==> config.mk <==
export PLATFORM = sky130hd
export DESIGN_NAME = unique_key_table_insert_delete_unit
export DESIGN_NICKNAME = d
export VERILOG_FILES = /design/src/hdl/ukt_pkg.sv /design/src/hdl/unique_key_table_insert_delete_unit.sv /design/src/hdl/ukt_ram.sv /design/src/hdl/ukt_seq.sv
export SDC_FILE = /design/constraint.sdc
export NUM_CORES = 2
export LEC_CHECK = 0
export BUFFER_PORTS_ARGS = -buffer_cell sky130_fd_sc_hd__buf_2
export CORE_UTILIZATION = 59
export DETAILED_ROUTE_END_ITERATION = 16
export PLACE_DENSITY = 0.79
export SYNTH_ARGS = -nofsm -noshare
export SYNTH_HDL_FRONTEND = slang
export SYNTH_HIERARCHICAL = 1
export SYNTH_SLANG_ARGS = --single-unit
==> constraint.sdc <==
create_clock -name clk -period 5.21 [get_ports clk]
set_input_delay 1.563 -clock clk [delete_from_list [all_inputs] [get_ports clk]]
set_output_delay 1.563 -clock clk [all_outputs]
set_load 0.02 [all_outputs]
==> src/hdl/ukt_pkg.sv <==
// ----------------------------------------------------------------------------
// ukt_pkg
// Shared types and codes for the compacting unique-key table.
// ----------------------------------------------------------------------------
package ukt_pkg;

    localparam int KEY_W    = 32;
    localparam int STATUS_W = 2;
    localparam int COUNT_W  = 8;

    localparam logic ACT_INSERT = 1'b0;
    localparam logic ACT_DELETE = 1'b1;

    localparam logic [STATUS_W-1:0] ST_DONE    = 2'd0;
    localparam logic [STATUS_W-1:0] ST_DUP     = 2'd1;
    localparam logic [STATUS_W-1:0] ST_FULL    = 2'd2;
    localparam logic [STATUS_W-1:0] ST_MISSING = 2'd3;

    typedef struct packed {
        logic             action;
        logic [KEY_W-1:0] entry_key;
    } ukt_req_t;

    typedef struct packed {
        logic                valid;
        logic [STATUS_W-1:0] status;
        logic [COUNT_W-1:0]  entry_count;
    } ukt_rsp_t;

endpackage

==> src/hdl/unique_key_table_insert_delete_unit.sv <==
// ----------------------------------------------------------------------------
// unique_key_table_insert_delete_unit
// Compacting table of records with unique keys, packed in insertion order.
// ----------------------------------------------------------------------------
// One command at a time. An insert refused as full, and any command on an
// empty table, go straight to the result without a walk of the key RAM.
// Any other command walks the key RAM from entry 0, one entry per cycle
// through the registered read port, then a delete moves each later entry
// down by one at one entry per cycle through the same port. The result sits
// in an output register, so a finished result waiting on m_tready does not
// hold up the walk of the next command; a second finished result waits until
// that register drains. Read data from entries at or above the count is
// never used.
// ----------------------------------------------------------------------------
module unique_key_table_insert_delete_unit
    import ukt_pkg::*;
#(
    parameter int DEPTH      = 128,
    parameter int DATA_WIDTH = 32
) (
    input  logic        clk,
    input  logic        rst_n,
    input  logic        cfg_valid,
    output logic        cfg_ready,
    input  logic [7:0]  cfg_data,    // capacity_limit
    input  logic        s_tvalid,
    output logic        s_tready,
    input  logic [63:0] s_tdata,     // entry_key[31:0], entry_data[63:32]
    input  logic        s_tuser,     // action
    output logic        m_tvalid,
    input  logic        m_tready,
    output logic [15:0] m_tdata      // status[1:0], entry_count[9:2], zero pad
);

    localparam int IDX_W = $clog2(DEPTH);

    logic [7:0]            cap_reg;
    logic                  m_tvalid_reg;
    logic [15:0]           m_tdata_reg;

    ukt_req_t              req;
    ukt_rsp_t              rsp;
    logic [63:0]           data_wide;
    logic [DATA_WIDTH-1:0] req_data;
    logic                  start;
    logic                  idle;
    logic                  out_free;
    logic                  out_load;

    logic [IDX_W-1:0]      rd_addr;
    logic                  wr_en;
    logic [IDX_W-1:0]      wr_addr;
    logic [KEY_W-1:0]      wr_key;
    logic [DATA_WIDTH-1:0] wr_data;
    logic [KEY_W-1:0]      rd_key;
    logic [DATA_WIDTH-1:0] rd_data;

    assign cfg_ready = 1'b1;
    assign s_tready  = idle;
    assign start     = s_tvalid && s_tready;
    assign m_tvalid  = m_tvalid_reg;
    assign m_tdata   = m_tdata_reg;
    assign out_free  = !m_tvalid_reg || m_tready;
    assign out_load  = rsp.valid && out_free;

    assign req.action    = s_tuser;
    assign req.entry_key = s_tdata[31:0];
    assign data_wide     = {32'b0, s_tdata[63:32]};
    assign req_data      = data_wide[DATA_WIDTH-1:0];

    always_ff @(posedge clk or negedge rst_n)
    begin
        if (!rst_n)
        begin
            cap_reg <= 8'd128;
        end
        else if (cfg_valid && cfg_ready)
        begin
            cap_reg <= cfg_data;
        end
    end

    always_ff @(posedge clk or negedge rst_n)
    begin
        if (!rst_n)
        begin
            m_tvalid_reg <= 1'b0;
        end
        else if (out_load)
        begin
            m_tvalid_reg <= 1'b1;
        end
        else if (m_tready)
        begin
            m_tvalid_reg <= 1'b0;
        end
    end

    always_ff @(posedge clk)
    begin
        if (out_load)
        begin
            m_tdata_reg <= {6'b0, rsp.entry_count, rsp.status};
        end
    end

    ukt_seq #(
        .DEPTH      (DEPTH),
        .DATA_WIDTH (DATA_WIDTH)
    ) u_seq (
        .clk       (clk),
        .rst_n     (rst_n),
        .start     (start),
        .req       (req),
        .req_data  (req_data),
        .cap_limit (cap_reg),
        .out_free  (out_free),
        .idle      (idle),
        .rsp       (rsp),
        .rd_addr   (rd_addr),
        .wr_en     (wr_en),
        .wr_addr   (wr_addr),
        .wr_key    (wr_key),
        .wr_data   (wr_data),
        .rd_key    (rd_key),
        .rd_data   (rd_data)
    );

    ukt_ram #(
        .WIDTH (KEY_W),
        .DEPTH (DEPTH)
    ) u_key_ram (
        .clk   (clk),
        .we    (wr_en),
        .waddr (wr_addr),
        .wdata (wr_key),
        .raddr (rd_addr),
        .rdata (rd_key)
    );

    ukt_ram #(
        .WIDTH (DATA_WIDTH),
        .DEPTH (DEPTH)
    ) u_data_ram (
        .clk   (clk),
        .we    (wr_en),
        .waddr (wr_addr),
        .wdata (wr_data),
        .raddr (rd_addr),
        .rdata (rd_data)
    );

    a_accept_busy: assert property (@(posedge clk) disable iff (!rst_n)
        start |=> !s_tready)
        else $error("input accepted while a command was still in flight");

    a_reply_not_idle: assert property (@(posedge clk) disable iff (!rst_n)
        rsp.valid |-> !s_tready)
        else $error("result offered while sequencer idle");

    a_out_load: assert property (@(posedge clk) disable iff (!rst_n)
        out_load |=> m_tvalid && !$past(s_tready))
        else $error("result register not loaded from a finished command");

endmodule

==> src/hdl/ukt_ram.sv <==
// ----------------------------------------------------------------------------
// ukt_ram
// Generic simple dual-port RAM, one write port, one registered read port.
// ----------------------------------------------------------------------------
module ukt_ram #(
    parameter int WIDTH = 32,
    parameter int DEPTH = 128
) (
    input  logic                     clk,
    input  logic                     we,
    input  logic [$clog2(DEPTH)-1:0] waddr,
    input  logic [WIDTH-1:0]         wdata,
    input  logic [$clog2(DEPTH)-1:0] raddr,
    output logic [WIDTH-1:0]         rdata
);

    logic [WIDTH-1:0] mem [DEPTH];

    always_ff @(posedge clk)
    begin
        if (we)
        begin
            mem[waddr] <= wdata;
        end
        rdata <= mem[raddr];
    end

endmodule

==> src/hdl/ukt_seq.sv <==
// ----------------------------------------------------------------------------
// ukt_seq
// Sequencer: linear key search, append, and shift-down compaction over the
// key and data RAMs. Owns the fill count.
// ----------------------------------------------------------------------------
module ukt_seq
    import ukt_pkg::*;
#(
    parameter int DEPTH      = 128,
    parameter int DATA_WIDTH = 32
) (
    input  logic                      clk,
    input  logic                      rst_n,
    input  logic                      start,
    input  ukt_req_t                  req,
    input  logic [DATA_WIDTH-1:0]     req_data,
    input  logic [7:0]                cap_limit,
    input  logic                      out_free,
    output logic                      idle,
    output ukt_rsp_t                  rsp,
    output logic [$clog2(DEPTH)-1:0]  rd_addr,
    output logic                      wr_en,
    output logic [$clog2(DEPTH)-1:0]  wr_addr,
    output logic [KEY_W-1:0]          wr_key,
    output logic [DATA_WIDTH-1:0]     wr_data,
    input  logic [KEY_W-1:0]          rd_key,
    input  logic [DATA_WIDTH-1:0]     rd_data
);

    localparam int IDX_W = $clog2(DEPTH);
    localparam int CNT_W = $clog2(DEPTH + 1);

    typedef enum logic [1:0] {
        S_IDLE,
        S_SEARCH,
        S_SHIFT,
        S_REPLY
    } state_t;

    state_t                state_reg;
    logic [CNT_W-1:0]      count_reg;
    logic [CNT_W-1:0]      ptr_reg;
    logic                  action_reg;
    logic [KEY_W-1:0]      key_reg;
    logic [DATA_WIDTH-1:0] data_reg;
    logic [STATUS_W-1:0]   status_reg;

    logic [CNT_W-1:0]      ptr_inc;
    logic [CNT_W-1:0]      ptr_dec;
    logic [CNT_W+7:0]      count_ext;
    logic [CNT_W+7:0]      cap_ext;
    logic [CNT_W+7:0]      count_low;
    logic                  full;
    logic                  last;
    logic                  hit;

    assign ptr_inc   = ptr_reg + 1'b1;
    assign ptr_dec   = ptr_reg - 1'b1;
    assign count_ext = {8'b0, count_reg};
    assign cap_ext   = {{CNT_W{1'b0}}, cap_limit};
    assign count_low = {8'b0, count_reg};
    assign full      = (count_reg == CNT_W'(DEPTH)) || (count_ext >= cap_ext);
    assign last      = (ptr_inc == count_reg);
    assign hit       = (rd_key == key_reg);

    assign idle            = (state_reg == S_IDLE);
    assign rsp.valid       = (state_reg == S_REPLY);
    assign rsp.status      = status_reg;
    assign rsp.entry_count = count_low[7:0];

    assign rd_addr = (state_reg == S_IDLE) ? '0 : ptr_inc[IDX_W-1:0];

    always_comb
    begin
        wr_en   = 1'b0;
        wr_addr = count_reg[IDX_W-1:0];
        wr_key  = key_reg;
        wr_data = data_reg;
        case (state_reg)
            S_IDLE:
            begin
                wr_key  = req.entry_key;
                wr_data = req_data;
                wr_en   = start && (req.action == ACT_INSERT) && !full
                          && (count_reg == '0);
            end
            S_SEARCH:
            begin
                wr_en = !hit && last && (action_reg == ACT_INSERT);
            end
            S_SHIFT:
            begin
                wr_en   = 1'b1;
                wr_addr = ptr_dec[IDX_W-1:0];
                wr_key  = rd_key;
                wr_data = rd_data;
            end
            default:
            begin
                wr_en = 1'b0;
            end
        endcase
    end

    always_ff @(posedge clk or negedge rst_n)
    begin
        if (!rst_n)
        begin
            state_reg  <= S_IDLE;
            count_reg  <= '0;
            ptr_reg    <= '0;
            status_reg <= ST_DONE;
            action_reg <= ACT_INSERT;
            key_reg    <= '0;
            data_reg   <= '0;
        end
        else
        begin
            case (state_reg)
                S_IDLE:
                begin
                    if (start)
                    begin
                        action_reg <= req.action;
                        key_reg    <= req.entry_key;
                        data_reg   <= req_data;
                        ptr_reg    <= '0;
                        if ((req.action == ACT_INSERT) && full)
                        begin
                            status_reg <= ST_FULL;
                            state_reg  <= S_REPLY;
                        end
                        else if (count_reg == '0)
                        begin
                            if (req.action == ACT_INSERT)
                            begin
                                count_reg  <= count_reg + 1'b1;
                                status_reg <= ST_DONE;
                            end
                            else
                            begin
                                status_reg <= ST_MISSING;
                            end
                            state_reg <= S_REPLY;
                        end
                        else
                        begin
                            state_reg <= S_SEARCH;
                        end
                    end
                end
                S_SEARCH:
                begin
                    if (hit)
                    begin
                        if (action_reg == ACT_INSERT)
                        begin
                            status_reg <= ST_DUP;
                            state_reg  <= S_REPLY;
                        end
                        else if (last)
                        begin
                            count_reg  <= count_reg - 1'b1;
                            status_reg <= ST_DONE;
                            state_reg  <= S_REPLY;
                        end
                        else
                        begin
                            ptr_reg   <= ptr_inc;
                            state_reg <= S_SHIFT;
                        end
                    end
                    else if (last)
                    begin
                        if (action_reg == ACT_INSERT)
                        begin
                            count_reg  <= count_reg + 1'b1;
                            status_reg <= ST_DONE;
                        end
                        else
                        begin
                            status_reg <= ST_MISSING;
                        end
                        state_reg <= S_REPLY;
                    end
                    else
                    begin
                        ptr_reg <= ptr_inc;
                    end
                end
                S_SHIFT:
                begin
                    if (last)
                    begin
                        count_reg  <= count_reg - 1'b1;
                        status_reg <= ST_DONE;
                        state_reg  <= S_REPLY;
                    end
                    else
                    begin
                        ptr_reg <= ptr_inc;
                    end
                end
                S_REPLY:
                begin
                    if (out_free)
                    begin
                        state_reg <= S_IDLE;
                    end
                end
                default:
                begin
                    state_reg <= S_IDLE;
                end
            endcase
        end
    end

endmodule
==> results.py <==
metrics = {
    "status": {
        "status": "finished, final reports clean",
    },
    "placed_design": {
        "place_ws_ps": 856.5,
        "place.port_buffers": 57,
        "hpwl_um": 226900,
        "dpl_cell_area_mm2": 0.1716,
        "place_congestion": 0.9270,
    },
    "clocking": {
        "cts_sinks": 4200,
        "cts_tree": "built",
        "h-tree-depth": 5,
        "cts_buffers": 391,
        "clk_path_buf_depth": 4,
        "ctsHoldBuffers": 0,
        "path_clk_slew_ps": 70,
        "post_cts_resized": 0,
        "post_cts_buffers": 0,
        "cts_root_buf": "clkbuf_16",
        "clk_latency_ps": 950,
    },
    "power": {
        "p_leak_nw": 56.38,
        "ir_drop_mv": 0.6625,
        "pwr-share-seq_pct": 40.1,
        "clock_power_share_pct": 24.7,
        "combPwrFrac_pct": 35.1,
        "power.switching_w": 0.04094,
        "p_per_area_mw_per_mm2": 643.1,
        "swShare_pct": 34.55,
        "p_int_w": 0.07755,
    },
    "floorplanning": {
        "coreArea_mm2": 0.2715,
        "fp.dieW_um": 525.1,
        "die_y_um": 525.1,
        "die_area_mm2": 0.2757,
        "initial_core_util_pct": 59.47,
        "ios": 97,
        "rows": 191,
    },
    "critical_path": {
        "cp_max_fo": 12,
        "criticalPathCategory": "reg -> reg",
        "cp_slowest_cell": "dfrtp_1",
        "required_ps": 5810,
        "endpoint_kind": "register",
        "crit_path_frequent_cell": "nor2_1",
        "crit_start": "u_seq/ptr_reg[0]",
        "path_cells": "inv_1 > ha_1 > xor2_1 > nor2_1 > o211ai_1 > or4_4 > o21ai_0 > nor2_1 > nor2_1 > buf_4 > nor2b_1 > nand2_1 > buf_12 > nor2_4 > buf_4",
        "cpLargestDelayFamily": "simple AND/OR/NAND/NOR gates",
        "reg2reg_from": "u_seq/ptr_reg[0]",
        "slowest_delay_ps": 680,
        "arrival_ps": 5390,
        "critPathLaunchType": "register",
        "cp_num_buf_inv": 4,
    },
    "detailed_routing": {
        "ant_nets": 0,
        "via_count": 82240,
        "wirelength_um": 473600,
        "viasPerCell": 7.506,
        "first_pass_iters": 9,
        "drc": 0,
        "drt_iter0_markers": 15710,
        "wl_per_cell_um": 43.23,
    },
    "grt": {
        "antenna_found_initial": 54,
        "grt_pass1_wl_um": 662900,
        "use_met3_pct": 10.44,
        "met2_usage_pct": 53.21,
        "grt_pass1_vias": 82900,
        "grt_use_met1_pct": 45.29,
        "grt_overflow": 0,
        "grt_max_degree": 129,
        "grt-busiest-layer": "met2",
        "grtUsageTotal_pct": 34.75,
    },
    "timing": {
        "hold_violations": 0,
        "drv_slew": 0,
        "worst_pin_slew_ps": 1395,
        "fin_ws_ps": 416.3,
        "fin_tns_setup_ps": 0,
        "hold_slack_ps": 473.3,
        "fmax_mhz": 208.6,
        "period_share_pct": 92.01,
        "rsz0062_at_grt": "false",
        "skew_ps": 42.88,
        "min_period_ps": 4794,
        "slew_headroom_pct": 6.755,
        "finalSetupViolations": 0,
    },
    "hold_path": {
        "min_path_type": "reg -> reg",
        "hold_start": "u_seq/status_reg[1]",
    },
    "layout": {
        "final_core_util_pct": 67.87,
        "stdcell_area_mm2": 0.1843,
        "syn_to_final_growth_pct": 14.13,
        "drive_gt1_share_pct": 35.44,
        "nNetsFinal": 7144,
        "largest_reg_flops": 4096,
    },
    "run": {
        "drv_cap": 0,
    },
    "synth": {
        "syn_area_mm2": 0.1614,
        "syn_area_per_cell_um2": 24.59,
        "syn_inst": 6566,
        "yosys_warnings": 6,
    },
}
-- worst register-to-register path, stage by stage (launching register included) --
cell and delay, ps:
dfrtp_1 680, inv_1 180, ha_1 470, xor2_1 210, nor2_1 140, o211ai_1 150
or4_4 540, o21ai_0 170, nor2_1 60, nor2_1 100, buf_4 310, nor2b_1 390
nand2_1 220, buf_12 230, nor2_4 280, buf_4 310
-- power by group through the flow --
| stage | logic [W] | clock network [W] | registers [W] |
|---|---|---|---|
| 2_1_floorplan | 0.0225 | 0 | 0.0491 |
| 3_3_place_gp | 0.0364 | 0 | 0.0479 |
| 3_5_place_dp | 0.0381 | 0 | 0.0481 |
| 4_1_cts | 0.0400 | 0.0293 | 0.0475 |
| 5_1_grt | 0.0421 | 0.0305 | 0.0476 |
| 6_report | 0.0416 | 0.0293 | 0.0476 |
-- area by class of cell --
type | count | area [µm²]
timing repair buffer | 452 | 5918
fill | 14100 | 87220
clock buffer | 476 | 10410
tap | 3570 | 4467
sequential | 4200 | 125500
clock inverter | 234 | 2197
antenna | 20 | 50.05
inverter | 29 | 108.9
multi-input combinational | 1976 | 35620
-- routing by layer --
metal  wire [µm]  vias up
met5         284        -
li1            -    29370
met3       70550     1753
met1      148700    42620
met2      222800     8458
met4       31370       44
-- through the flow --
step / total power (W) / instances
2_1_floorplan: 0.07165 / 6571
3_3_place_gp: 0.08430 / 10230
3_5_place_dp: 0.08613 / 10230
4_1_cts: 0.1168 / 10940
5_1_grt: 0.1201 / 10940
6_report: 0.1185 / 10960
-- cell usage in the layout, fill, tap and decap left out, drive strengths merged, types with 61 or more instances in the layout --
cell,count
clkbuf,476
nor2,159
mux2,73
buf,452
edfxtp,4106
mux4,1344
dfrtp,61
nand2,98
clkinv,171
-- path summary, 6_finish.rpt --
| kind | slack (ps) | cells past startpoint | end |
|---|---|---|---|
| worst max-delay path | 420 | 15 | u_key_ram/mem[2][4] |
| worst min-delay path | 470 | 0 | m_tdata[1] |
| worst max register to register | 420 | 15 | u_key_ram/mem[2][4] |
| worst min register to register | 470 | 0 | m_tdata[1] |
| max in group asynchronous | 3760 | 2 | cap_reg[3] |
| min in group asynchronous | 540 | 1 | u_seq/key_reg[5] |
No activity file was read; power rests on OpenSTA's default activity.
